$ cat config.mk
export PLATFORM = sky130hd
export DESIGN_NAME = palt_queue
export DESIGN_NICKNAME = d
export VERILOG_FILES = /design/src/rtl/palt_pkg.sv /design/src/rtl/palt_queue.sv
export VERILOG_INCLUDE_DIRS = /design/src /design/src/rtl
export SDC_FILE = /design/constraint.sdc
export NUM_CORES = 1
export LEC_CHECK = 0
export ABC_AREA = 1
export BUFFER_PORTS_ARGS = -buffer_cell sky130_fd_sc_hd__buf_2
export CORE_MARGIN = 4
export CORE_UTILIZATION = 55
export DETAILED_ROUTE_END_ITERATION = 16
export HOLD_SLACK_MARGIN = 0.08
export PLACE_DENSITY = 0.75
export SLEW_MARGIN = 0
export SYNTH_ARGS = -nofsm -noshare
export SYNTH_HDL_FRONTEND = slang
export SYNTH_SLANG_ARGS = --single-unit
$ cat constraint.sdc
create_clock -name aclk -period 2.85 [get_ports aclk]
set_input_delay 0.4275 -clock aclk [delete_from_list [all_inputs] [get_ports aclk]]
set_output_delay 0.4275 -clock aclk [all_outputs]
set_load 0.02 [all_outputs]
$ cat src/rtl/assert_macros.svh
// ------------------------------------------------------------------------
// Assertion macros
// Shared concurrent assertion forms for the palette packer blocks.
// ------------------------------------------------------------------------
`ifndef ASSERT_MACROS_SVH
`define ASSERT_MACROS_SVH

// Property must hold at every edge outside reset.
`define PALT_ASSERT(name, clk, rstn, prop, msg) \
    name: assert property (@(posedge clk) disable iff (!rstn) (prop)) else $error(msg);

// Condition must never be seen outside reset.
`define PALT_NEVER(name, clk, rstn, cond, msg) \
    name: assert property (@(posedge clk) disable iff (!rstn) !(cond)) else $error(msg);

`endif

$ cat src/rtl/palt_pkg.sv
// ------------------------------------------------------------------------
// palt_pkg
// Shared types and codes of the palette to truecolor packer.
// ------------------------------------------------------------------------
`timescale 1ns / 1ps

package palt_pkg;

    // Command codes carried in s_tuser
    localparam logic [1:0] CMD_PIXEL   = 2'd0;
    localparam logic [1:0] CMD_PALETTE = 2'd1;
    localparam logic [1:0] CMD_FRAME   = 2'd2;
    localparam logic [1:0] CMD_NONE    = 2'd3;  // unknown, dropped

    // Pixel formats
    localparam logic [1:0] FMT_TWO   = 2'd0;
    localparam logic [1:0] FMT_THREE = 2'd1;
    localparam logic [1:0] FMT_FOUR  = 2'd2;
    localparam logic [1:0] FMT_NONE  = 2'd3;    // unknown, pixels dropped

    // Register indexes
    localparam logic [2:0] REG_PIXEL_FORMAT   = 3'd0;
    localparam logic [2:0] REG_RGB_ORDER      = 3'd1;
    localparam logic [2:0] REG_MSB_FIRST      = 3'd2;
    localparam logic [2:0] REG_ROW_WIDTH      = 3'd3;
    localparam logic [2:0] REG_PAD_ENABLE     = 3'd4;
    localparam logic [2:0] REG_PAD_UNIT       = 3'd5;
    localparam logic [2:0] REG_CHANNEL_SHIFTS = 3'd6;
    localparam logic [2:0] REG_CHANNEL_MASKS  = 3'd7;

    // Queue between front and back
    localparam int QUEUE_DEPTH = 4;

    typedef struct packed {
        logic [1:0]  pixel_format;
        logic        rgb_order_rgb;
        logic        msb_first;
        logic [12:0] row_width;
        logic        pad_enable;
        logic [2:0]  pad_unit_bytes;
        logic [15:0] channel_shifts;
        logic [31:0] channel_masks;
    } cfg_t;

    localparam cfg_t CFG_RESET = '{
        pixel_format:   FMT_FOUR,
        rgb_order_rgb:  1'b1,
        msb_first:      1'b0,
        row_width:      13'd1,
        pad_enable:     1'b0,
        pad_unit_bytes: 3'd4,
        channel_shifts: 16'd0,
        channel_masks:  32'd0
    };

    typedef struct packed {
        logic [15:0] red;
        logic [15:0] green;
        logic [15:0] blue;
    } color_t;

endpackage

$ cat src/rtl/palt_queue.sv
// ------------------------------------------------------------------------
// palt_queue
// Small show-ahead FIFO between the front and the back end.
// ------------------------------------------------------------------------
`timescale 1ns / 1ps
`include "assert_macros.svh"

module palt_queue
    import palt_pkg::*;
#(
    parameter int WIDTH = 75,
    parameter int DEPTH = 4
) (
    input  logic                       aclk,
    input  logic                       aresetn,
    input  logic                       push,
    input  logic [WIDTH-1:0]           push_data,
    input  logic                       pop,
    output logic                       head_valid,
    output logic [WIDTH-1:0]           head_data,
    output logic [$clog2(DEPTH+1)-1:0] level
);

    localparam int PW = (DEPTH > 1) ? $clog2(DEPTH) : 1;
    localparam int LW = $clog2(DEPTH+1);

    logic [WIDTH-1:0] slot_reg [DEPTH];
    logic [PW-1:0]    wr_ptr_reg, wr_ptr_next;
    logic [PW-1:0]    rd_ptr_reg, rd_ptr_next;
    logic [LW-1:0]    level_reg, level_next;

    always_comb begin
        wr_ptr_next = wr_ptr_reg;
        rd_ptr_next = rd_ptr_reg;
        level_next  = level_reg;
        if (push) begin
            wr_ptr_next = (wr_ptr_reg == PW'(DEPTH-1)) ? '0 : wr_ptr_reg + 1'b1;
        end
        if (pop) begin
            rd_ptr_next = (rd_ptr_reg == PW'(DEPTH-1)) ? '0 : rd_ptr_reg + 1'b1;
        end
        if (push && !pop) begin
            level_next = level_reg + 1'b1;
        end else if (pop && !push) begin
            level_next = level_reg - 1'b1;
        end
    end

    always_ff @(posedge aclk) begin
        if (!aresetn) begin
            wr_ptr_reg <= '0;
            rd_ptr_reg <= '0;
            level_reg  <= '0;
        end else begin
            wr_ptr_reg <= wr_ptr_next;
            rd_ptr_reg <= rd_ptr_next;
            level_reg  <= level_next;
        end
    end

    always_ff @(posedge aclk) begin
        if (push) begin
            slot_reg[wr_ptr_reg] <= push_data;
        end
    end

    assign head_valid = (level_reg != '0);
    assign head_data  = slot_reg[rd_ptr_reg];
    assign level      = level_reg;

    `PALT_NEVER(a_no_overflow, aclk, aresetn, push && !pop && (level_reg == LW'(DEPTH)), "queue overflow")
    `PALT_NEVER(a_no_underflow, aclk, aresetn, pop && (level_reg == '0), "queue underflow")
    `PALT_ASSERT(a_push_fills, aclk, aresetn, (push && !pop) |=> (level_reg != '0), "queue lost a word")

endmodule

==> results of run 1 <==
==> stage by stage <==
step / std cells / setup slack (ns) / area [um^2] / power [mW]
2_1_floorplan: 784 / 0.377 / 12200 / 6.13
3_3_place_gp: 1193 / 0.883 / 13300 / 6.53
3_5_place_dp: 1193 / 0.841 / 13300 / 6.56
4_1_cts: 1265 / 0.264 / 14400 / 10.3
5_1_grt: 1268 / 0.167 / 14400 / 10.6
6_report: 1268 / 0.292 / 14400 / 10.2
==> power by group through the flow <==
stage	Combinational [mW]	Sequential (mW)	Clock [mW]
floorplan	0.786	5.35	0
global placement	1.19	5.34	0
detailed placement	1.22	5.34	0
CTS	1.24	5.25	3.81
global route	1.33	5.26	4.05
finish	1.22	5.25	3.74
==> critical path, stage by stage (launching register included) <==
cell     delay, ns
dfxtp_4       0.37
inv_8         0.43
buf_4         0.30
nor2_1        0.06
o22ai_1       0.20
buf_2         0.20
==> layout by cell type, fill, tap and decap left out, types with 3 or more instances in the layout <==
cell and n:
dfxtp_1 7, clkinvlp_4 3, o22ai_2 40, clkinv_2 9, clkinv_1 6, nand2_1 9
o21ai_2 5, dlygate4sd3_1 18, nor2_1 114, clkbuf_1 5, ha_1 6, nor2_2 5
nor2_4 40, buf_2 157, o21ai_0 128, inv_1 10, edfxtp_1 300, diode_2 3
a21oi_1 3, buf_4 10, buf_12 10, o21ai_1 20, clkbuf_16 31, o22ai_1 35
==> cell families after synthesis <==
group           synth area share, %
flops                          75.4
compound gates                 12.5
simple gates                   7.92
buf+inv                        3.32
fa+ha+maj                     0.781
xor+xnor                     0.0719
==> metal layers <==
metal	vias to the layer above	wire [um]	GRT usage (%)
met5	-	27	0
met4	4	641	5.45
met3	51	1750	4.26
met2	202	12000	33.6
met1	3408	9250	23.8
li1	3310	-	-
==> repair_timing <==
| action | 4_1_cts | 5_1_grt |
|---|---|---|
| hold buffers | 18 | 0 |
| hold endpoints to repair | 62 | 0 |
| gates resized for setup | 0 | 0 |
==> layout make-up <==
cell class	count	area, um^2
fill	1546	7430
clock buffer	36	795
antenna	3	7.51
tap	280	350
clock inverter	18	150
inverter	16	72.6
multi-input combinational	411	2590
timing repair buffer	195	1240
sequential	309	9190
==> how the worst min path moves through the flow <==
stage	end	cells past startpoint	slack, ns
4_1_cts	slot_reg[0][25]	1	0.08
5_1_grt	slot_reg[0][45]	1	0.08
3_3_place_gp	wr_ptr_reg[1]	2	0.52
2_1_floorplan	wr_ptr_reg[1]	2	0.49
6_report	slot_reg[1][20]	1	0.09
3_5_place_dp	wr_ptr_reg[1]	2	0.52
==> metrics.md, run 1 <==
| Metric | Value |
|---|---|
| Internal Power | 7.76 mW |
| Number of detailed-route iterations in the first pass | 4 |
| Main synth FF type | edfxtp_1 |
| Total CTS buffers | 30 |
| Die Ht | 157 um |
| Vias per cell | 5.50 |
| Final wirelength | 23700 um |
| Hold/Removal Path Class | input pin to flip-flop |
| Clk Latency, worst-skew pair | 0.55 ns |
| Max cap viols | 0 |
| Root Driver | clkbuf_16 |
| Clock buffer depth | 3 |
| Synth warnings | 0 |
| Sequential Power Share | 51.4% |
| Final Hold Fails | 0 |
| Reg2Reg Setup Slack | 1.04 ns |
| Crit path max fanout | 76 |
| Switch Pwr | 2.45 mW |
| PwrDens | 709 nW/um^2 |
| DR vias | 6975 |
| CP endpoint | head_data[35] |
| Status | complete, no violations |
| Mapped Cells | 784 |
| GRT Residual Overflow | 0 |
| Largest cells by area after synthesis | edfxtp_1, o21ai_0, o22ai_2 |
| Hold Startpoint | push_data[20] |
| Worst path required time | 2.42 ns |
| Worst-case vdd ir drop | 0.566 mV |
| CP Launch Type | flip-flop |
| FP Rows | 54 |
| Antenna Nets Post-Route | 0 |
| Net Sw Frac | 24.0% |
| Gp weighted congestion | 0.823 |
| Clock power share | 36.6% |
| Share of cells above drive strength 1 | 32.3% |
| Util after Layout | 66.0% |
| Mapped Area | 12200 um^2 |
| Area Growth Syn to Fin | 18.2% |
| Worst hold margin | 0.0938 ns |
| Static leakage | 5.03 nW |
| PortBufs | 157 |
| Worst r2r src | wr_ptr_reg[0] |
| Tmin final | 2.56 ns |
| Post-synth EDFFs | 300 |
| Die area | 24600 um^2 |
| Critical Path Sink Type | output port |
| Clock sink count | 309 |
| Initial antenna violation count | 5 |
| Final Cycle Share | 89.8% |
| Max reg flops | 300 |
| Initial Util | 55.8% |
| Io pins | 158 |
| CTS tree | built |
| Yosys top cell area share | 74.0% |
| Reg clk slew, reported paths | 0.07 ns |
| Dominant cell by count in the synthesized netlist | edfxtp_1 |
| FFs w/ async S/R, synth | 0% |
| All-Layer GR Usage | 19.1% |
| Remaining DRCs | 0 |
| Critical path data arrival time | 2.13 ns |
| Vias in the first global route | 6969 |
| DR WL/cell | 18.7 um |
| Leading area contributor after synthesis | edfxtp_1 |
| Combinational share of power | 12.0% |
| Top post-synthesis cells by count | edfxtp_1, o21ai_0, nor2_1, nor2_4, o22ai_2 |
| H-tree depth | 1 |
| Netlist cell types | 25 |
| Fmax | 391 MHz |
| Die X | 157 um |
| Avg Inst Size Synth | 15.5 um^2 |
| Worst-margin pin slew | 0.617 ns |
| Relative slew slack | 58.9% |
| Setup bufs post-CTS | 0 |
| Seq/Total Area, Yosys | 75.4% |
| Setup Skew | 0.0271 ns |
| Starting DRT DRC Count | 391 |
| Reg2reg end | slot_reg[2][65] |
| RSZ-0062 raised after global routing | no |
| First-pass GRT wire length | 36800 um |
| Largest net degree at the start of global routing | 151 |
| Critical path type | flip-flop to output port |
| Synth Net Count | 870 |
| Nets@finish | 1049 |
| Register bit total from synthesis | 309 |
| HPWL after DPL | 13900 um |
| Max-slew violation count | 0 |
| Post-route setup TNS | 0 ns |
| Core area | 21800 um^2 |
| Final setup vio count | 0 |
| Worst Reg-to-Reg Cells | 5 |
No activity file was read; power rests on OpenSTA's default activity.
==> inputs of run 2 (changes only) <==
- CORE_ASPECT_RATIO: default -> 0.75
==> run 2 against run 1 <==
  * Combinational power about the same
  * Sequential share of layout area up 1.2 points
  * Global-route usage rose by 0.31 points
  * Highest routed layer unchanged
  * Flip-flop and latch count is the same
  * Via count increased by 0.10%
  * Cell area is 1.8% lower
  * Clock skew down 0.019 ns
  * First-iteration DRC count is 50% higher
  * Clock power down 4%
  * Register-to-register slack got worse by 0.06 ns
==> metrics.md, run 2 (synthesis gave the netlist of run 1 again) <==
| Metric | Value |
|---|---|
| Status | complete, no violations |
| Initial antenna violation count | 5 |
| Fmax | 372 MHz |
| HPWL after DPL | 13900 um |
| H-tree depth | 1 |
| Worst hold margin | 0.113 ns |
| Setup bufs post-CTS | 0 |
| Net Sw Frac | 23.9% |
| Die area | 24600 um^2 |
| Worst-margin pin slew | 0.793 ns |
| RSZ-0062 raised after global routing | no |
| Io pins | 158 |
| Nets@finish | 1028 |
| Setup Skew | 0.00792 ns |
| CP endpoint | head_data[67] |
| Reg2reg end | slot_reg[2][66] |
| Final setup vio count | 0 |
| Share of cells above drive strength 1 | 32.4% |
| Top delay family on crit path | buffers and inverters |
| Final Hold Fails | 0 |
| Vias per cell | 5.58 |
| Final wirelength | 24200 um |
| Core area | 21500 um^2 |
| Worst-case vdd ir drop | 0.585 mV |
| Remaining DRCs | 0 |
| Crit path buf inv count | 3 |
| Tmin final | 2.69 ns |
| Largest net degree at the start of global routing | 151 |
| Switch Pwr | 2.40 mW |
| Max incr delay on CP | 0.39 ns |
| CP Depth | 5 |
| Commonest non-fill, non-tap cell in the layout | edfxtp_1 |
| Final Cycle Share | 94.4% |
| Post_cts resized | 0 |
| Clock buffer depth | 3 |
| Crit path max fanout | 51 |
| Static leakage | 4.93 nW |
| Clock sink count | 309 |
| Area Growth Syn to Fin | 16.1% |
| PortBufs | 157 |
| Max reg flops | 300 |
| Number of detailed-route iterations in the first pass | 4 |
| Sequential Power Share | 52.2% |
| Hold/Removal Path Class | input pin to flip-flop |
| Critical Path Sink Type | output port |
| Internal Power | 7.64 mW |
| Reg clk slew, reported paths | 0.06 ns |
| CTS tree | built |
| Worst path required time | 2.42 ns |
| Most frequent cells in the layout | edfxtp_1, buf_2, o21ai_0 |
| Antenna Nets Post-Route | 0 |
| FP Rows | 46 |
| Reg2Reg Setup Slack | 0.98 ns |
| CTS Hold Bufs | 0 |
| DR vias | 6982 |
| Initial Util | 56.7% |
| All-Layer GR Usage | 19.4% |
| CP cell instances | inv_6, buf_4, o21ai_0, o22ai_2, buf_2 |
| GRT Residual Overflow | 0 |
| Die Ht | 137 um |
| Relative slew slack | 47.1% |
| CP Launch Type | flip-flop |
| Total CTS buffers | 28 |
| Gp weighted congestion | 0.753 |
| Clk Latency, worst-skew pair | 0.53 ns |
| Worst Reg-to-Reg Cells | 5 |
| Max-slew violation count | 0 |
| CP max-delay cell | inv_6 |
| Util after Layout | 65.9% |
| Critical path type | flip-flop to output port |
| Max cap viols | 0 |
| PwrDens | 710 nW/um^2 |
| Worst r2r src | wr_ptr_reg[0] |
| Root Driver | clkbuf_16 |
| Critical path data arrival time | 2.26 ns |
| Fillers | 1522 |
| DR WL/cell | 19.3 um |
| Post-route setup TNS | 0 ns |
| Die X | 180 um |
| First-pass GRT wire length | 37800 um |
| Starting DRT DRC Count | 588 |
| Vias in the first global route | 6943 |
| Combinational share of power | 12.1% |
| Clock power share | 35.7% |
run 2: cell count changes in the layout (fill, tap and decap cells not counted), sizes merged:
cell / before / now
buf: 177 / 176
inv: 13 / 12
clkbuf: 36 / 40
bufinv: 2 / 1
clkinvlp: 3 / 0
dlygate4sd3: 18 / 0
diode: 3 / 2
clkinv: 16 / 13
run 2: worst min-delay path by stage:
stage	from	endpoint	slack, ns	depth (start not counted)
2_1_floorplan	wr_ptr_reg[1]	wr_ptr_reg[1]	0.49	2
3_3_place_gp	wr_ptr_reg[1]	wr_ptr_reg[1]	0.52	2
3_5_place_dp	wr_ptr_reg[1]	wr_ptr_reg[1]	0.53	2
4_1_cts	push_data[47]	slot_reg[0][47]	0.09	1
5_1_grt	push_data[42]	slot_reg[0][42]	0.09	1
6_report	push_data[28]	slot_reg[3][28]	0.11	1
run 2: power by group through the flow:
stage | logic [mW] | clock network (mW) | registers, mW
after global placement | 1.20 | 0 | 5.33
after global routing | 1.33 | 3.84 | 5.26
after CTS | 1.23 | 3.65 | 5.24
final | 1.21 | 3.58 | 5.24
after floorplan | 0.786 | 0 | 5.35
after detailed placement | 1.22 | 0 | 5.34
run 2: area by class of cell:
cell class	instances	area, um^2	area share (%)
Clock inverter	10	67.6	0.478
Timing Repair Buffer	176	1040	7.36
Antenna cell	2	5.00	0.0354
Clock buffer	40	817	5.78
Multi-Input combinational cell	411	2590	18.3
Inverter	16	70.1	0.495
Tap cell	288	360	2.55
Sequential cell	309	9190	65.0
run 2: per-stage QoR:
stage | instances | power [mW] | area (um^2) | setup WS, ns
floorplan | 784 | 6.13 | 12200 | 0.377
global placement | 1200 | 6.54 | 13300 | 0.741
detailed placement | 1200 | 6.56 | 13300 | 0.745
CTS | 1250 | 10.1 | 14100 | 0.158
global route | 1250 | 10.4 | 14100 | 0.0282
finish | 1252 | 10.0 | 14100 | 0.160
run 2: per-layer routing:
layer	track usage, %	vias up	share of wire [%]	routed length, um
met4	3.81	10	1.6	384
li1	-	3271	-	-
met5	0	-	0.24	57
met3	5.02	43	7.5	1810
met2	31.6	205	47	11400
met1	27.0	3453	43	10500
==> inputs of run 3 (changes only) <==
- PLACE_DENSITY: 0.75 -> 0.86
==> run 3 against run 2 <==
  * Cell area barely moved
  * Utilization barely moved
  * Via count fell by 1.1%
  * Critical path type unchanged
  * Flip-flop and latch count did not move
  * First-iteration DRC count fell by 14%
  * Setup slack improved by 0.14 ns
  * Register-to-register slack improved by 0.10 ns
  * Combinational power barely moved
  * Critical path depth did not move
  * Critical endpoint is now head_data[8]
==> metrics.md, run 3 (synthesis gave the netlist of run 1 again) <==
| Metric | Value |
|---|---|
| CTS Hold Bufs | 0 |
| Share of cells above drive strength 1 | 32.3% |
| Clock buffer depth | 3 |
| Critical path data arrival time | 2.12 ns |
| Clk Latency, worst-skew pair | 0.52 ns |
| Hold Startpoint | push_data[26] |
| Worst Hold Depth | 1 |
| CP Launch Type | flip-flop |
| Tmin final | 2.55 ns |
| Vias per cell | 5.52 |
| Nets@finish | 1027 |
| Root Driver | clkbuf_16 |
| CP Depth | 5 |
| HPWL after DPL | 14200 um |
| Number of detailed-route iterations in the first pass | 5 |
| Reg2reg end | slot_reg[3][69] |
| Max incr delay on CP | 0.36 ns |
| Met3 Wirelength | 1760 um |
| Crit path buf inv count | 3 |
| Worst-case vdd ir drop | 0.520 mV |
| First-pass GRT wire length | 36900 um |
| All-Layer GR Usage | 18.9% |
| Setup Skew | 0.00517 ns |
| Max cap viols | 0 |
| Critical Path Sink Type | output port |
| Largest net degree at the start of global routing | 151 |
| Initial antenna violation count | 3 |
| Vias in the first global route | 6848 |
| Final Cycle Share | 89.4% |
| Fmax | 392 MHz |
| Worst r2r src | wr_ptr_reg[0] |
| RSZ-0062 raised after global routing | no |
| PwrDens | 716 nW/um^2 |
| CP max-delay cell | dfxtp_4 |
| Fillers | 1479 |
| Total CTS buffers | 28 |
| Hold/Removal Path Class | input pin to flip-flop |
| PortBufs | 157 |
| Worst hold margin | 0.114 ns |
| Max Used Layer | met5 |
| Static leakage | 4.92 nW |
| Max-slew violation count | 0 |
| Max reg flops | 300 |
| Util after Layout | 65.8% |
| Initial Util | 56.7% |
| Dpl cell area | 13200 um^2 |
| Die area | 24600 um^2 |
| Status | complete, no violations |
| FP Rows | 46 |
| Io pins | 158 |
| CP cell instances | inv_6, buf_12, o21ai_0, o22ai_2, buf_2 |
| Worst-margin pin slew | 0.613 ns |
| Most frequent cells in the layout | edfxtp_1, buf_2, o21ai_0 |
| Final Hold Fails | 0 |
| Design area | 14100 um^2 |
| GRT Residual Overflow | 0 |
| Wl on met1 | 10400 um |
| Die X | 180 um |
| Worst Reg-to-Reg Cells | 4 |
| CTS tree | built |
| DR WL/cell | 19.0 um |
| Crit path max fanout | 46 |
| Worst path required time | 2.42 ns |
| Critical path type | flip-flop to output port |
| Clock sink count | 309 |
| Post-route setup TNS | 0 ns |
| Remaining DRCs | 0 |
| Reg2Reg Setup Slack | 1.08 ns |
| Die Ht | 137 um |
| Gp weighted congestion | 0.739 |
| Final wirelength | 23800 um |
| Area Growth Syn to Fin | 16.0% |
| Post_cts resized | 0 |
| Starting DRT DRC Count | 505 |
| Commonest non-fill, non-tap cell in the layout | edfxtp_1 |
| Setup bufs post-CTS | 0 |
| Core area | 21500 um^2 |
| DR vias | 6908 |
| Met2 WL | 11300 um |
| Design Power | 10.1 mW |
| Antenna Nets Post-Route | 0 |
| Reg clk slew, reported paths | 0.06 ns |
| H-tree depth | 1 |
| Top delay family on crit path | buffers and inverters |
| CP endpoint | head_data[8] |
| Relative slew slack | 59.1% |
| Final setup vio count | 0 |
-- run 3: cell types whose count changed in the layout (fill, tap and decap cells not counted) --
cell,change
clkbuf_8,+1
diode_2,-1
clkbuf_1,+1
clkinv_2,-2
buf_4,+2
buf_12,-3
bufinv_16,+1
-- run 3: area by class of cell --
type	instances	area, um^2	share of cell area [%]
multi-input cells	411	2590	18.3
diodes	1	2.50	0.0177
flip-flops and latches	309	9190	65.1
well taps	288	360	2.55
inverters	16	70.1	0.496
repair buffers	175	996	7.05
clock inverters	9	87.6	0.620
clock buffers	42	835	5.91
-- run 3: per-layer routing --
| metal | vias to the layer above | track usage (%) |
|---|---|---|
| met3 | 33 | 4.97 |
| li1 | 3261 | - |
| met4 | 6 | 3.68 |
| met2 | 214 | 31.1 |
| met5 | - | 0 |
| met1 | 3394 | 26.0 |
-- run 3: stage by stage --
step	cells	worst slack (ns)
2_1_floorplan	784	0.377
3_3_place_gp	1199	0.890
3_5_place_dp	1199	0.849
4_1_cts	1250	0.282
5_1_grt	1250	0.179
6_report	1251	0.301
-- run 3: power by group --
| group | internal (mW) | switching (mW) |
|---|---|---|
| Clock | 2.19 | 1.48 |
| Sequential | 5.19 | 0.0553 |
| Combinational | 0.375 | 0.820 |
| Total | 7.75 | 2.36 |
-- run 3: how the worst min path moves through the flow --
stage	to	slack [ns]
floorplan	wr_ptr_reg[1]	0.49
global route	slot_reg[1][26]	0.09
finish	slot_reg[3][26]	0.11
CTS	slot_reg[3][26]	0.09
detailed placement	wr_ptr_reg[1]	0.53
global placement	wr_ptr_reg[1]	0.51
