### config.mk
export PLATFORM = sky130hd
export DESIGN_NAME = palt_back
export DESIGN_NICKNAME = d
export VERILOG_FILES = /design/src/rtl/palt_pkg.sv /design/src/rtl/palt_back.sv
export VERILOG_INCLUDE_DIRS = /design/src /design/src/rtl
export SDC_FILE = /design/constraint.sdc
export NUM_CORES = 1
export LEC_CHECK = 0
export BUFFER_PORTS_ARGS = -buffer_cell sky130_fd_sc_hd__buf_4
export CAP_MARGIN = 20
export CORE_MARGIN = 2
export CORE_UTILIZATION = 58
export DETAILED_ROUTE_END_ITERATION = 12
export GPL_ROUTABILITY_DRIVEN = 0
export PLACE_DENSITY = 0.87
export SETUP_SLACK_MARGIN = 0.2
export SYNTH_ARGS = -nofsm -noshare
export SYNTH_HDL_FRONTEND = slang
export SYNTH_SLANG_ARGS = --single-unit
### constraint.sdc
create_clock -name aclk -period 10 [get_ports aclk]
set_input_delay 1.5 -clock aclk [delete_from_list [all_inputs] [get_ports aclk]]
set_output_delay 1.5 -clock aclk [all_outputs]
set_load 0.05 [all_outputs]
### src/rtl/assert_macros.svh
// ------------------------------------------------------------------------
// Assertion macros
// Shared concurrent assertion forms for the palette packer blocks.
// ------------------------------------------------------------------------
`ifndef ASSERT_MACROS_SVH
`define ASSERT_MACROS_SVH

// Property must hold at every edge outside reset.
`define PALT_ASSERT(name, clk, rstn, prop, msg) \
    name: assert property (@(posedge clk) disable iff (!rstn) (prop)) else $error(msg);

// Condition must never be seen outside reset.
`define PALT_NEVER(name, clk, rstn, cond, msg) \
    name: assert property (@(posedge clk) disable iff (!rstn) !(cond)) else $error(msg);

`endif

### src/rtl/palt_pkg.sv
// ------------------------------------------------------------------------
// palt_pkg
// Shared types and codes of the palette to truecolor packer.
// ------------------------------------------------------------------------
`timescale 1ns / 1ps

package palt_pkg;

    // Command codes carried in s_tuser
    localparam logic [1:0] CMD_PIXEL   = 2'd0;
    localparam logic [1:0] CMD_PALETTE = 2'd1;
    localparam logic [1:0] CMD_FRAME   = 2'd2;
    localparam logic [1:0] CMD_NONE    = 2'd3;  // unknown, dropped

    // Pixel formats
    localparam logic [1:0] FMT_TWO   = 2'd0;
    localparam logic [1:0] FMT_THREE = 2'd1;
    localparam logic [1:0] FMT_FOUR  = 2'd2;
    localparam logic [1:0] FMT_NONE  = 2'd3;    // unknown, pixels dropped

    // Register indexes
    localparam logic [2:0] REG_PIXEL_FORMAT   = 3'd0;
    localparam logic [2:0] REG_RGB_ORDER      = 3'd1;
    localparam logic [2:0] REG_MSB_FIRST      = 3'd2;
    localparam logic [2:0] REG_ROW_WIDTH      = 3'd3;
    localparam logic [2:0] REG_PAD_ENABLE     = 3'd4;
    localparam logic [2:0] REG_PAD_UNIT       = 3'd5;
    localparam logic [2:0] REG_CHANNEL_SHIFTS = 3'd6;
    localparam logic [2:0] REG_CHANNEL_MASKS  = 3'd7;

    // Queue between front and back
    localparam int QUEUE_DEPTH = 4;

    typedef struct packed {
        logic [1:0]  pixel_format;
        logic        rgb_order_rgb;
        logic        msb_first;
        logic [12:0] row_width;
        logic        pad_enable;
        logic [2:0]  pad_unit_bytes;
        logic [15:0] channel_shifts;
        logic [31:0] channel_masks;
    } cfg_t;

    localparam cfg_t CFG_RESET = '{
        pixel_format:   FMT_FOUR,
        rgb_order_rgb:  1'b1,
        msb_first:      1'b0,
        row_width:      13'd1,
        pad_enable:     1'b0,
        pad_unit_bytes: 3'd4,
        channel_shifts: 16'd0,
        channel_masks:  32'd0
    };

    typedef struct packed {
        logic [15:0] red;
        logic [15:0] green;
        logic [15:0] blue;
    } color_t;

endpackage

### src/rtl/palt_back.sv
// ------------------------------------------------------------------------
// palt_back
// Takes pixel jobs from the queue and emits one byte write per cycle,
// while m_tready allows, through a registered output stage.
// ------------------------------------------------------------------------
`timescale 1ns / 1ps
`include "assert_macros.svh"

module palt_back
    import palt_pkg::*;
#(
    parameter int ADDRESS_BITS = 25
) (
    input  logic                                     aclk,
    input  logic                                     aresetn,
    input  cfg_t                                     cfg,
    input  logic                                     head_valid,
    input  logic [ADDRESS_BITS+2+$bits(color_t)-1:0] head_data,
    output logic                                     pop,
    output logic                                     m_tvalid,
    input  logic                                     m_tready,
    output logic [ADDRESS_BITS-1:0]                  byte_address,
    output logic [7:0]                               byte_value,
    output logic                                     m_tlast
);

    localparam int AW = ADDRESS_BITS;

    logic            cur_valid_reg, cur_valid_next;
    logic [1:0]      step_reg, step_next;
    logic [AW-1:0]   cur_addr_reg;
    logic [1:0]      cur_fmt_reg;
    color_t          cur_color_reg;

    logic            out_valid_reg;
    logic [AW-1:0]   out_addr_reg;
    logic [7:0]      out_value_reg;
    logic            out_last_reg;

    logic            load_out;
    logic            emit;
    logic            is_last;
    logic [1:0]      off_r, off_g, off_b, off;
    logic [7:0]      value;
    logic [AW-1:0]   head_addr;
    logic [1:0]      head_fmt;
    color_t          head_color;

    function automatic logic [7:0] part16(input logic [15:0] chan,
                                          input logic [3:0]  sh,
                                          input logic [7:0]  mk);
        logic [15:0] shifted;
        begin
            shifted = chan >> sh;
            part16  = shifted[7:0] & mk;
        end
    endfunction

    assign head_addr  = head_data[AW-1:0];
    assign head_fmt   = head_data[AW+1:AW];
    assign head_color = head_data[AW+2 +: $bits(color_t)];

    assign load_out = !out_valid_reg || m_tready;
    assign emit     = cur_valid_reg && load_out;
    assign is_last  = (cur_fmt_reg == FMT_TWO) ? (step_reg == 2'd1) : (step_reg == 2'd2);
    assign pop      = head_valid && (!cur_valid_reg || (emit && is_last));

    always_comb begin
        off_r = cfg.rgb_order_rgb ? 2'd2 : 2'd0;
        off_g = 2'd1;
        off_b = cfg.rgb_order_rgb ? 2'd0 : 2'd2;
        if ((cur_fmt_reg == FMT_FOUR) && cfg.msb_first) begin
            off_r = off_r + 2'd1;
            off_g = off_g + 2'd1;
            off_b = off_b + 2'd1;
        end
    end

    always_comb begin
        off   = '0;
        value = '0;
        if (cur_fmt_reg == FMT_TWO) begin
            if (step_reg == 2'd0) begin
                off   = 2'd0;
                value = part16(cur_color_reg.blue, cfg.channel_shifts[3:0],
                               cfg.channel_masks[7:0])
                      + part16(cur_color_reg.green, cfg.channel_shifts[11:8],
                               cfg.channel_masks[23:16]);
            end else begin
                off   = 2'd1;
                value = part16(cur_color_reg.green, cfg.channel_shifts[7:4],
                               cfg.channel_masks[15:8])
                      + part16(cur_color_reg.red, cfg.channel_shifts[15:12],
                               cfg.channel_masks[31:24]);
            end
        end else begin
            case (step_reg)
                2'd0: begin
                    off   = off_b;
                    value = cur_color_reg.blue[15:8];
                end
                2'd1: begin
                    off   = off_g;
                    value = cur_color_reg.green[15:8];
                end
                default: begin
                    off   = off_r;
                    value = cur_color_reg.red[15:8];
                end
            endcase
        end
    end

    always_comb begin
        cur_valid_next = cur_valid_reg;
        step_next      = step_reg;
        if (pop) begin
            cur_valid_next = 1'b1;
            step_next      = '0;
        end else if (emit) begin
            if (is_last) begin
                cur_valid_next = 1'b0;
                step_next      = '0;
            end else begin
                step_next = step_reg + 2'd1;
            end
        end
    end

    always_ff @(posedge aclk) begin
        if (!aresetn) begin
            cur_valid_reg <= 1'b0;
            step_reg      <= '0;
            out_valid_reg <= 1'b0;
        end else begin
            cur_valid_reg <= cur_valid_next;
            step_reg      <= step_next;
            if (load_out) begin
                out_valid_reg <= emit;
            end
        end
    end

    always_ff @(posedge aclk) begin
        if (pop) begin
            cur_addr_reg  <= head_addr;
            cur_fmt_reg   <= head_fmt;
            cur_color_reg <= head_color;
        end
        if (emit) begin
            out_addr_reg  <= cur_addr_reg + AW'(off);
            out_value_reg <= value;
            out_last_reg  <= is_last;
        end
    end

    assign m_tvalid     = out_valid_reg;
    assign byte_address = out_addr_reg;
    assign byte_value   = out_value_reg;
    assign m_tlast      = out_last_reg;

    `PALT_NEVER(a_pop_needs_head, aclk, aresetn, pop && !head_valid, "pop from empty queue")
    `PALT_NEVER(a_two_byte_steps, aclk, aresetn, cur_valid_reg && (cur_fmt_reg == FMT_TWO) && (step_reg > 2'd1), "two-byte pixel ran past its second word")
    `PALT_ASSERT(a_step_restart, aclk, aresetn, (emit && is_last) |=> (step_reg == 2'd0), "step not restarted after last word")

endmodule
==> metrics.md, run 1 <==
| Metric | Value |
|---|---|
| Status | complete, no violations |
| Crit path kind | in2reg |
| Hold Path Class | reg2reg |
| Grt met1 use | 0.318 |
| Synth Flop Type | edfxtp_1 |
| Post-CTS Resized | 0 |
| Most frequent cells in the layout | buf_4 (166), edfxtp_1 (109), nand2_1 (55) |
| Largest net degree at the start of global routing | 77 |
| Die area | 12,900 um2 |
| Total leakage power | 3.72 nW |
| Cts bufs inserted | 17 |
| Synth area leaders | edfxtp_1 (47%), mux4_2 (7.1%), mux2i_1 (6.6%) |
| Vias | 5,463 |
| Pre-CTS worst setup slack | 5160 ps |
| Period Utilization, post-route | 0.458 |
| Vias/cell | 6.03 |
| CTS Hold Bufs | 0 |
| Worst setup margin | 5420 ps |
| Io pins | 184 |
| Number of synthesized flops with an enable pin | 109 |
| MaxCap Viol Count | 0 |
| Post-synth ARST share | 0 |
| Post-Route Skew | 20.0 ps |
| Post-route minimum period | 4580 ps |
| CP endpoint kind | register |
| Dpl cells | 876 |
| Final Hold Fails | 0 |
| Global-route wire length before repair | 27.2 mm |
| Sw Ratio | 0.263 |
| FF-to-FF path depth | 14 |
| Crit path launch type | primary input |
| GRT Max-Usage Layer | met2 |
| WHS Path Cells | 1 |
| Worst EP required | 10,240 ps |
| Gr ovfl total | 0 |
| Initial antenna violation count | 0 |
| Root buf cell | clkbuf_16 |
| CTS Buffer Depth | 2 |
| FF-to-FF End | byte_address[22] |
| Post-Route WL | 17.3 mm |
| Hpwl dp | 12.6 mm |
| Initial Utilization | 0.587 |
| Share of the synthesized area in the top cell type | 0.470 |
| Rel. slew slack | 0.377 |
| FMAX | 0.218 GHz |
| Slew Limit Fails | 0 |
| # rows | 40 |
| Layout cell share with drive strength beyond 1 | 0.312 |
| Worst-Margin Slew | 935 ps |
| Die Ht | 114 um |
| Drt wl/cell | 19.1 um |
| Synth unique cells | 62 |
| Final Core Density | 0.744 |
| DRC Markers | 0 |
| Drt initial violations | 397 |
| Core footprint | 11,900 um2 |
| Vias in the first global route | 5,507 |
| Internal power | 1.07 mW |
| Post-synth net total | 763 |
| H-Tree Depth | 4 |
| Reg-to-reg slack, setup | 5700 ps |
| Clock share of power | 0.406 |
| Clock Pin Slew Worst Setup and Hold Paths | 60 ps |
| Crit-path max FO | 20 |
| Clk Latency, worst-skew pair | 420 ps |
| All-layer global routing usage | 0.273 |
| VDD IR max | 0.000131 V |
| Worst EP arrival | 4820 ps |
| P per Cell Area | 165 nW/um2 |
| CTS tree | done |
| Final setup fails | 0 |
| Number of flip-flops in the largest register | 48 |
| Tot Pwr | 1.45 mW |
| Post-Syn Instances | 593 |
| #FFs+latches synth | 113 |
| Ant diodes | 0 |
| Hold Path End | m_tvalid |
| Synth warnings | 0 |
| RSZ-0062 raised after global routing | no |
| Clk sinks | 113 |
| Flop pwr share | 0.401 |
| Post-Syn Area | 6960 um2 |
| Reg-to-Reg Start | step_reg[0] |
| Commonest non-fill, non-tap cell in the layout | buf_4 |
| Met3 GRT Util | 0.0925 |
| Hold Crit Start | cur_valid_reg |
| Combinational share of power | 0.193 |
| Net switching power | 0.383 mW |
| Final net count | 918 |
| Area growth syn-to-layout | 26.8% |
| Post-Layout Cell Count | 906 |
| M2 GR Usage | 0.463 |
| Drt pass-1 iters | 7 |
| Post-CTS Repair Setup Buffers | 0 |
| Yosys top cell by area | edfxtp_1 |
| Syn Area/Cell | 11.7 um2 |
| Register area share after synthesis | 0.482 |
| Final setup TNS | 0 ps |
| Port Buffers | 164 |
| Die X | 114 um |
| ANT nets after route | 0 |
==> logic make-up after synthesis <==
kind of cell	share of synthesized area
fa+ha+maj	0.0428
mux	0.157
buf+inv	0.0329
xor+xnor	0.0460
compound gates	0.133
simple gates	0.107
flops	0.482
==> per-stage QoR <==
step	area (um2)	hold slack [ps]
after CTS	8820	492
after global placement	8250	456
after global routing	8820	524
after floorplan	6960	447
after detailed placement	8250	475
final	8820	491
==> synth_stat cells (all sizes together) (14+ instances only) <==
library cell and number:
o211a 15, mux4 22, mux2i 46, buf 15, clkbuf 15, edfxtp 109, a21oi 30, and2 14
xnor2 22, nor2 38, ha 19, o21ai 28, inv 22, nand2 55
==> routing by layer <==
| layer | vias up | share of wire | wire length (um) |
|---|---|---|---|
| met5 | - | 0 | 0 |
| met4 | 0 | 0.020 | 342 |
| met3 | 30 | 0.083 | 1430 |
| met2 | 245 | 0.51 | 8880 |
| met1 | 2624 | 0.39 | 6690 |
| li1 | 2564 | - | - |
==> worst max path at each step <==
stage / startpoint / endpoint / slack (ps)
6_report: cfg[33] / byte_value[7] / 5420
5_1_grt: cfg[33] / byte_value[7] / 5170
4_1_cts: cfg[33] / byte_value[7] / 5580
3_5_place_dp: cfg[33] / byte_value[7] / 5160
3_3_place_gp: cfg[33] / byte_value[7] / 5380
2_1_floorplan: m_tready / pop / 4650
==> cell type report <==
type	instances	area, um2
Inverter	23	86.3
Fill cell	756	3040
Timing Repair Buffer	166	1250
Sequential cell	113	3350
Clock inverter	12	144
Tap cell	147	184
Clock buffer	18	429
Multi-Input combinational cell	427	3380
==> critical path: stages <==
cell      delay (ps)
buf_4            240
mux2_2           390
o21ai_0          270
a21oi_1          120
o211a_1          270
ha_1             310
a21o_1           160
a21oi_1          250
o21ai_0          200
o41ai_1          440
xnor3_1          310
and3_1           210
a211oi_2         140
==> power groups by stage <==
| stage | clock network, mW | logic [mW] | registers [mW] |
|---|---|---|---|
| final | 0.589 | 0.281 | 0.583 |
| after global routing | 0.614 | 0.302 | 0.585 |
| after CTS | 0.596 | 0.278 | 0.582 |
| after detailed placement | 0 | 0.275 | 0.590 |
| after global placement | 0 | 0.268 | 0.589 |
| after floorplan | 0 | 0.151 | 0.619 |
Note: power is estimated with default switching activity, not from simulation.
==> inputs of run 2 (changes only) <==
--- a/config.mk
+++ b/config.mk
@@ -9,10 +9,10 @@
 export BUFFER_PORTS_ARGS = -buffer_cell sky130_fd_sc_hd__buf_4
 export CAP_MARGIN = 20
 export CORE_MARGIN = 2
-export CORE_UTILIZATION = 58
+export CORE_UTILIZATION = 49
 export DETAILED_ROUTE_END_ITERATION = 12
 export GPL_ROUTABILITY_DRIVEN = 0
-export PLACE_DENSITY = 0.87
+export PLACE_DENSITY = 0.78
 export SETUP_SLACK_MARGIN = 0.2
 export SYNTH_ARGS = -nofsm -noshare
 export SYNTH_HDL_FRONTEND = slang
==> constraint.sdc (replaced) <==
create_clock -name aclk -period 3.9 [get_ports aclk]
set_input_delay 0.585 -clock aclk [delete_from_list [all_inputs] [get_ports aclk]]
set_output_delay 0.585 -clock aclk [all_outputs]
set_load 0.05 [all_outputs]
==> run 2 against run 1 <==
Compared with the run above: sequential power rose to 2.6 times the previous value; power rose to 2.7 times the previous value; sequential share of layout area fell by 0.56 points; global-route usage fell by 3.9 points; via count is 0.13% lower; die area grew 18%; clock skew down 11 ps; critical path depth down 1; register-to-register slack worse by 5200 ps; non-clock buffer count up 3; design area increased by 1.5%; hold slack got worse by 150 ps; critical path type is now reg2reg; largest cell class unchanged.
==> metrics.md, run 2 (synthesis results as in run 1) <==
| Metric | Value |
|---|---|
| Slowest cell delay on critical path | 550 ps |
| Vias | 5,456 |
| Largest net degree at the start of global routing | 34 |
| Core footprint | 13,900 um2 |
| CTS tree | done |
| Grt met1 use | 0.289 |
| Crit path launch type | register |
| Tot Pwr | 3.86 mW |
| H-Tree Depth | 4 |
| M2 GR Usage | 0.390 |
| Worst EP arrival | 3670 ps |
| DRC Markers | 0 |
| ANT nets after route | 0 |
| Die Ht | 123 um |
| Period Utilization, post-route | 0.876 |
| Crit-path max FO | 8 |
| Total leakage power | 3.77 nW |
| GRT Max-Usage Layer | met2 |
| VDD IR max | 0.000497 V |
| Clk sinks | 113 |
| # rows | 43 |
| Io pins | 184 |
| Gr ovfl total | 0 |
| Slew Limit Fails | 0 |
| Status | complete, no violations |
| Worst EP required | 4160 ps |
| Post-Layout Cell Count | 944 |
| Cts bufs inserted | 17 |
| Global-route wire length before repair | 26.8 mm |
| Layout cell share with drive strength beyond 1 | 0.325 |
| RSZ-0062 raised after global routing | no |
| Post-Route Skew | 8.74 ps |
| Initial antenna violation count | 0 |
| Commonest non-fill, non-tap cell in the layout | buf_4 |
| Drt wl/cell | 18.5 um |
| CP endpoint kind | register |
| Slowest-stage cell, CP | edfxtp_1 |
| Rel. slew slack | 0.447 |
| CTS Buffer Depth | 2 |
| Drt pass-1 iters | 7 |
| Pre-CTS worst setup slack | 86.4 ps |
| Dpl cells | 912 |
| Met3 GRT Util | 0.0563 |
| MaxCap Viol Count | 0 |
| Final net count | 921 |
| Most frequent cells in the layout | buf_4 (169), edfxtp_1 (109), nand2_1 (55) |
| Port Buffers | 164 |
| Vias in the first global route | 5,458 |
| Die area | 15,200 um2 |
| Vias/cell | 5.78 |
| Die X | 123 um |
| P per Cell Area | 431 nW/um2 |
| Initial Utilization | 0.501 |
| Clock Pin Slew Worst Setup and Hold Paths | 60 ps |
| Hold Path Class | in2reg |
| Worst setup margin | 485 ps |
| Worst-Margin Slew | 826 ps |
| Ant diodes | 0 |
| Area growth syn-to-layout | 28.7% |
| Post-Route WL | 17.5 mm |
| CTS Hold Bufs | 0 |
| FMAX | 0.293 GHz |
| Root buf cell | clkbuf_16 |
| All-layer global routing usage | 0.234 |
| Post-route minimum period | 3420 ps |
| Final setup fails | 0 |
| Crit path kind | reg2reg |
| Number of flip-flops in the largest register | 48 |
| Clk Latency, worst-skew pair | 420 ps |
| Final Hold Fails | 0 |
| Drt initial violations | 519 |
| Final setup TNS | 0 ps |
| Hpwl dp | 13.2 mm |
| Critical path, cell by cell | mux2i_1 > mux4_2 > nand2_1 > o211a_1 > ha_1 > a21o_1 > a21oi_1 > o21ai_0 > o41ai_1 > xnor3_1 > and3_1 > a211oi_2 |
==> run 2: changes by cell type in the layout (fill, tap and decap cells not counted), moves of 2 or more <==
cell and change:
buf_4 +3, clkinv_1 -2, clkinv_2 -3, inv_6 +5
inv_8 +3
==> run 2: repair_timing <==
item | 4_1_cts | 5_1_grt
setup buffers | 0 | 0
gates resized for setup | 0 | 4
endpoints found under the setup margin | 0 | 4
==> run 2: area by class of cell <==
| cell class | count | area, um2 |
|---|---|---|
| fill | 1027 | 4930 |
| multi-input combinational | 427 | 3400 |
| sequential | 113 | 3350 |
| timing repair buffer | 169 | 1270 |
| clock buffer | 17 | 425 |
| tap | 180 | 225 |
| clock inverter | 15 | 198 |
| inverter | 23 | 86.3 |
==> run 2: per-stage QoR <==
step / hold slack, ps / area, um2 / utilization
2_1_floorplan: 447 / 6960 / -
3_3_place_gp: 456 / 8310 / 0.599
3_5_place_dp: 479 / 8310 / 0.599
4_1_cts: 331 / 8940 / 0.644
5_1_grt: 327 / 8950 / 0.645
6_report: 340 / 8950 / 0.645
==> run 2: power breakdown <==
group / switching, mW / total (mW) / internal [mW]
clock network: 0.615 / 1.64 / 1.03
registers: 0.0605 / 1.49 / 1.43
logic: 0.398 / 0.723 / 0.326
==> run 2: critical path, delay by kind of cell (launching register included) <==
| kind | cells | cell delay (ps) |
|---|---|---|
| AND/OR/NAND/NOR | 2 | 280 |
| flip-flops | 1 | 550 |
| XOR/XNOR | 1 | 260 |
| adder cells (fa/ha/maj) | 1 | 240 |
| multiplexers | 2 | 680 |
| AO/OA/AOI/OAI | 6 | 1230 |
==> run 2: metal layers <==
layer / vias to the layer above / wire length [um]
met5: - / 0
li1: 2571 / -
met1: 2602 / 7010
met3: 44 / 1350
met4: 0 / 507
met2: 239 / 8620
==> run 2: final timing paths <==
check | start | end | slack [ps] | cells after the start
worst max-delay path | cur_color_reg[31] | byte_value[7] | 480 | 12
worst max register to register | cur_color_reg[31] | byte_value[7] | 480 | 12
worst min register to register | cur_valid_reg | m_tvalid | 490 | 1
worst min-delay path | head_data[61] | cur_color_reg[34] | 340 | 1
==> inputs of run 3 (changes only) <==
--- a/config.mk
+++ b/config.mk
@@ -10,9 +10,10 @@
 export CAP_MARGIN = 20
 export CORE_MARGIN = 2
 export CORE_UTILIZATION = 49
+export CTS_CLUSTER_SIZE = 10
 export DETAILED_ROUTE_END_ITERATION = 12
 export GPL_ROUTABILITY_DRIVEN = 0
-export PLACE_DENSITY = 0.78
+export PLACE_DENSITY = 0.83
 export SETUP_SLACK_MARGIN = 0.2
 export SYNTH_ARGS = -nofsm -noshare
 export SYNTH_HDL_FRONTEND = slang
==> run 3 against run 2 <==
Compared with the run above: via count down 1.0%; critical path depth unchanged; sequential share of layout area up 0.23 points; fmax down 0.21%; setup slack worse by 7.3 ps; core utilization down 0.39 points; largest power group unchanged.
==> metrics.md, run 3 (synthesis results as in run 1) <==
| Metric | Value |
|---|---|
| Area growth syn-to-layout | 27.9% |
| Crit path launch type | register |
| CTS tree | done |
| Clock Pin Slew Worst Setup and Hold Paths | 60 ps |
| ANT nets after route | 0 |
| Global-route wire length before repair | 26.4 mm |
| Io pins | 184 |
| Rel. slew slack | 0.328 |
| Ant diodes | 0 |
| Hold Path End | cur_color_reg[23] |
| Worst EP arrival | 3670 ps |
| FF-to-FF path depth | 12 |
| Drt pass-1 iters | 6 |
| Crit path kind | reg2reg |
| Reg-to-Reg Start | cur_color_reg[31] |
| # rows | 43 |
| Hold Crit Start | head_data[50] |
| Period Utilization, post-route | 0.878 |
| Core footprint | 13,900 um2 |
| Worst-Margin Slew | 1010 ps |
| Most frequent cells in the layout | buf_4 (168), edfxtp_1 (109), nand2_1 (55) |
| Clk sinks | 113 |
| H-Tree Depth | 4 |
| MaxCap Viol Count | 0 |
| Worst EP required | 4150 ps |
| Slew Limit Fails | 0 |
| Die Ht | 123 um |
| Initial Utilization | 0.501 |
| Post-Route WL | 17.3 mm |
| CP endpoint kind | register |
| Final setup TNS | 0 ps |
| Vias | 5,401 |
| Largest net degree at the start of global routing | 45 |
| CTS Buffer Depth | 2 |
| Post-CTS Repair Setup Buffers | 0 |
| Total leakage power | 3.73 nW |
| Drt wl/cell | 18.4 um |
| WHS Path Cells | 1 |
| Clk Latency, worst-skew pair | 410 ps |
| Reg-to-reg slack, setup | 480 ps |
| Hpwl dp | 13.1 mm |
| Pre-CTS worst setup slack | 160 ps |
| Vias/cell | 5.73 |
| Final Hold Fails | 0 |
| FMAX | 0.292 GHz |
| DRC Markers | 0 |
| Root buf cell | clkbuf_16 |
| Post-Route Skew | 9.97 ps |
| Post-route minimum period | 3420 ps |
| Cts bufs inserted | 17 |
| Drt initial violations | 422 |
| Status | complete, no violations |
| Worst setup margin | 477 ps |
| Vias in the first global route | 5,412 |
| All-layer global routing usage | 0.230 |
| Final net count | 920 |
| FF-to-FF End | byte_value[7] |
| Commonest non-fill, non-tap cell in the layout | buf_4 |
| Gr ovfl total | 0 |
| Hold Path Class | in2reg |
| Crit-path max FO | 8 |
| Die area | 15,200 um2 |
| Layout cell share with drive strength beyond 1 | 0.320 |
| P per Cell Area | 418 nW/um2 |
| RSZ-0062 raised after global routing | no |
| Port Buffers | 164 |
| Number of flip-flops in the largest register | 48 |
| VDD IR max | 0.000280 V |
| Final setup fails | 0 |
| Initial antenna violation count | 0 |
| Die X | 123 um |
-- run 3: critical path: stages (launching register included) --
cell and delay (ps):
edfxtp_1 570, mux2i_1 180, mux4_2 540, nand2_1 90, o211a_1 190, ha_1 230, a21o_1 150, a21oi_1 210
o21ai_0 190, o41ai_1 320, xnor3_1 270, and3_1 190, a211oi_2 130
-- run 3: worst max path at each step --
stage                            startpoint  cells past startpoint          endpoint
final                     cur_color_reg[31]                     12     byte_value[7]
after global routing            step_reg[0]                     15  byte_address[21]
after CTS                       step_reg[1]                     14  byte_address[24]
after detailed placement            cfg[33]                     13     byte_value[7]
after global placement              cfg[37]                     14     byte_value[6]
after floorplan                     cfg[33]                     14     byte_value[7]
-- run 3: layer usage --
layer	GRT usage	wire length, um	vias to the layer above
li1	-	-	2563
met1	0.288	7070	2590
met2	0.382	8670	213
met3	0.0489	1110	35
met4	0.106	472	0
met5	0	0	-
-- run 3: metrics by stage --
| step | cells | util | hold slack, ps | power, mW | cell area (um2) |
|---|---|---|---|---|---|
| after CTS | 943 | 0.641 | 335 | 3.74 | 8890 |
| after detailed placement | 911 | 0.598 | 471 | 2.23 | 8310 |
| final | 943 | 0.641 | 349 | 3.73 | 8900 |
| after floorplan | 593 | - | 447 | 1.97 | 6960 |
| after global routing | 943 | 0.641 | 333 | 3.86 | 8900 |
| after global placement | 911 | 0.598 | 454 | 2.20 | 8310 |
-- run 3: cell type report --
type / instances / area [um2]
repair buffers: 168 / 1260
well taps: 180 / 225
fillers: 1032 / 4980
multi-input cells: 427 / 3390
clock inverters: 15 / 160
flip-flops and latches: 113 / 3350
clock buffers: 17 / 425
inverters: 23 / 86.3
-- run 3: power by group --
group / internal [mW] / switching [mW] / total [mW]
clock: 0.944 / 0.567 / 1.51
combinational: 0.324 / 0.398 / 0.722
sequential: 1.43 / 0.0601 / 1.49
-- run 3: repair_timing --
action,CTS,global route
setup endpoints to repair,0,2
gates resized for setup,0,2
hold buffers,0,0
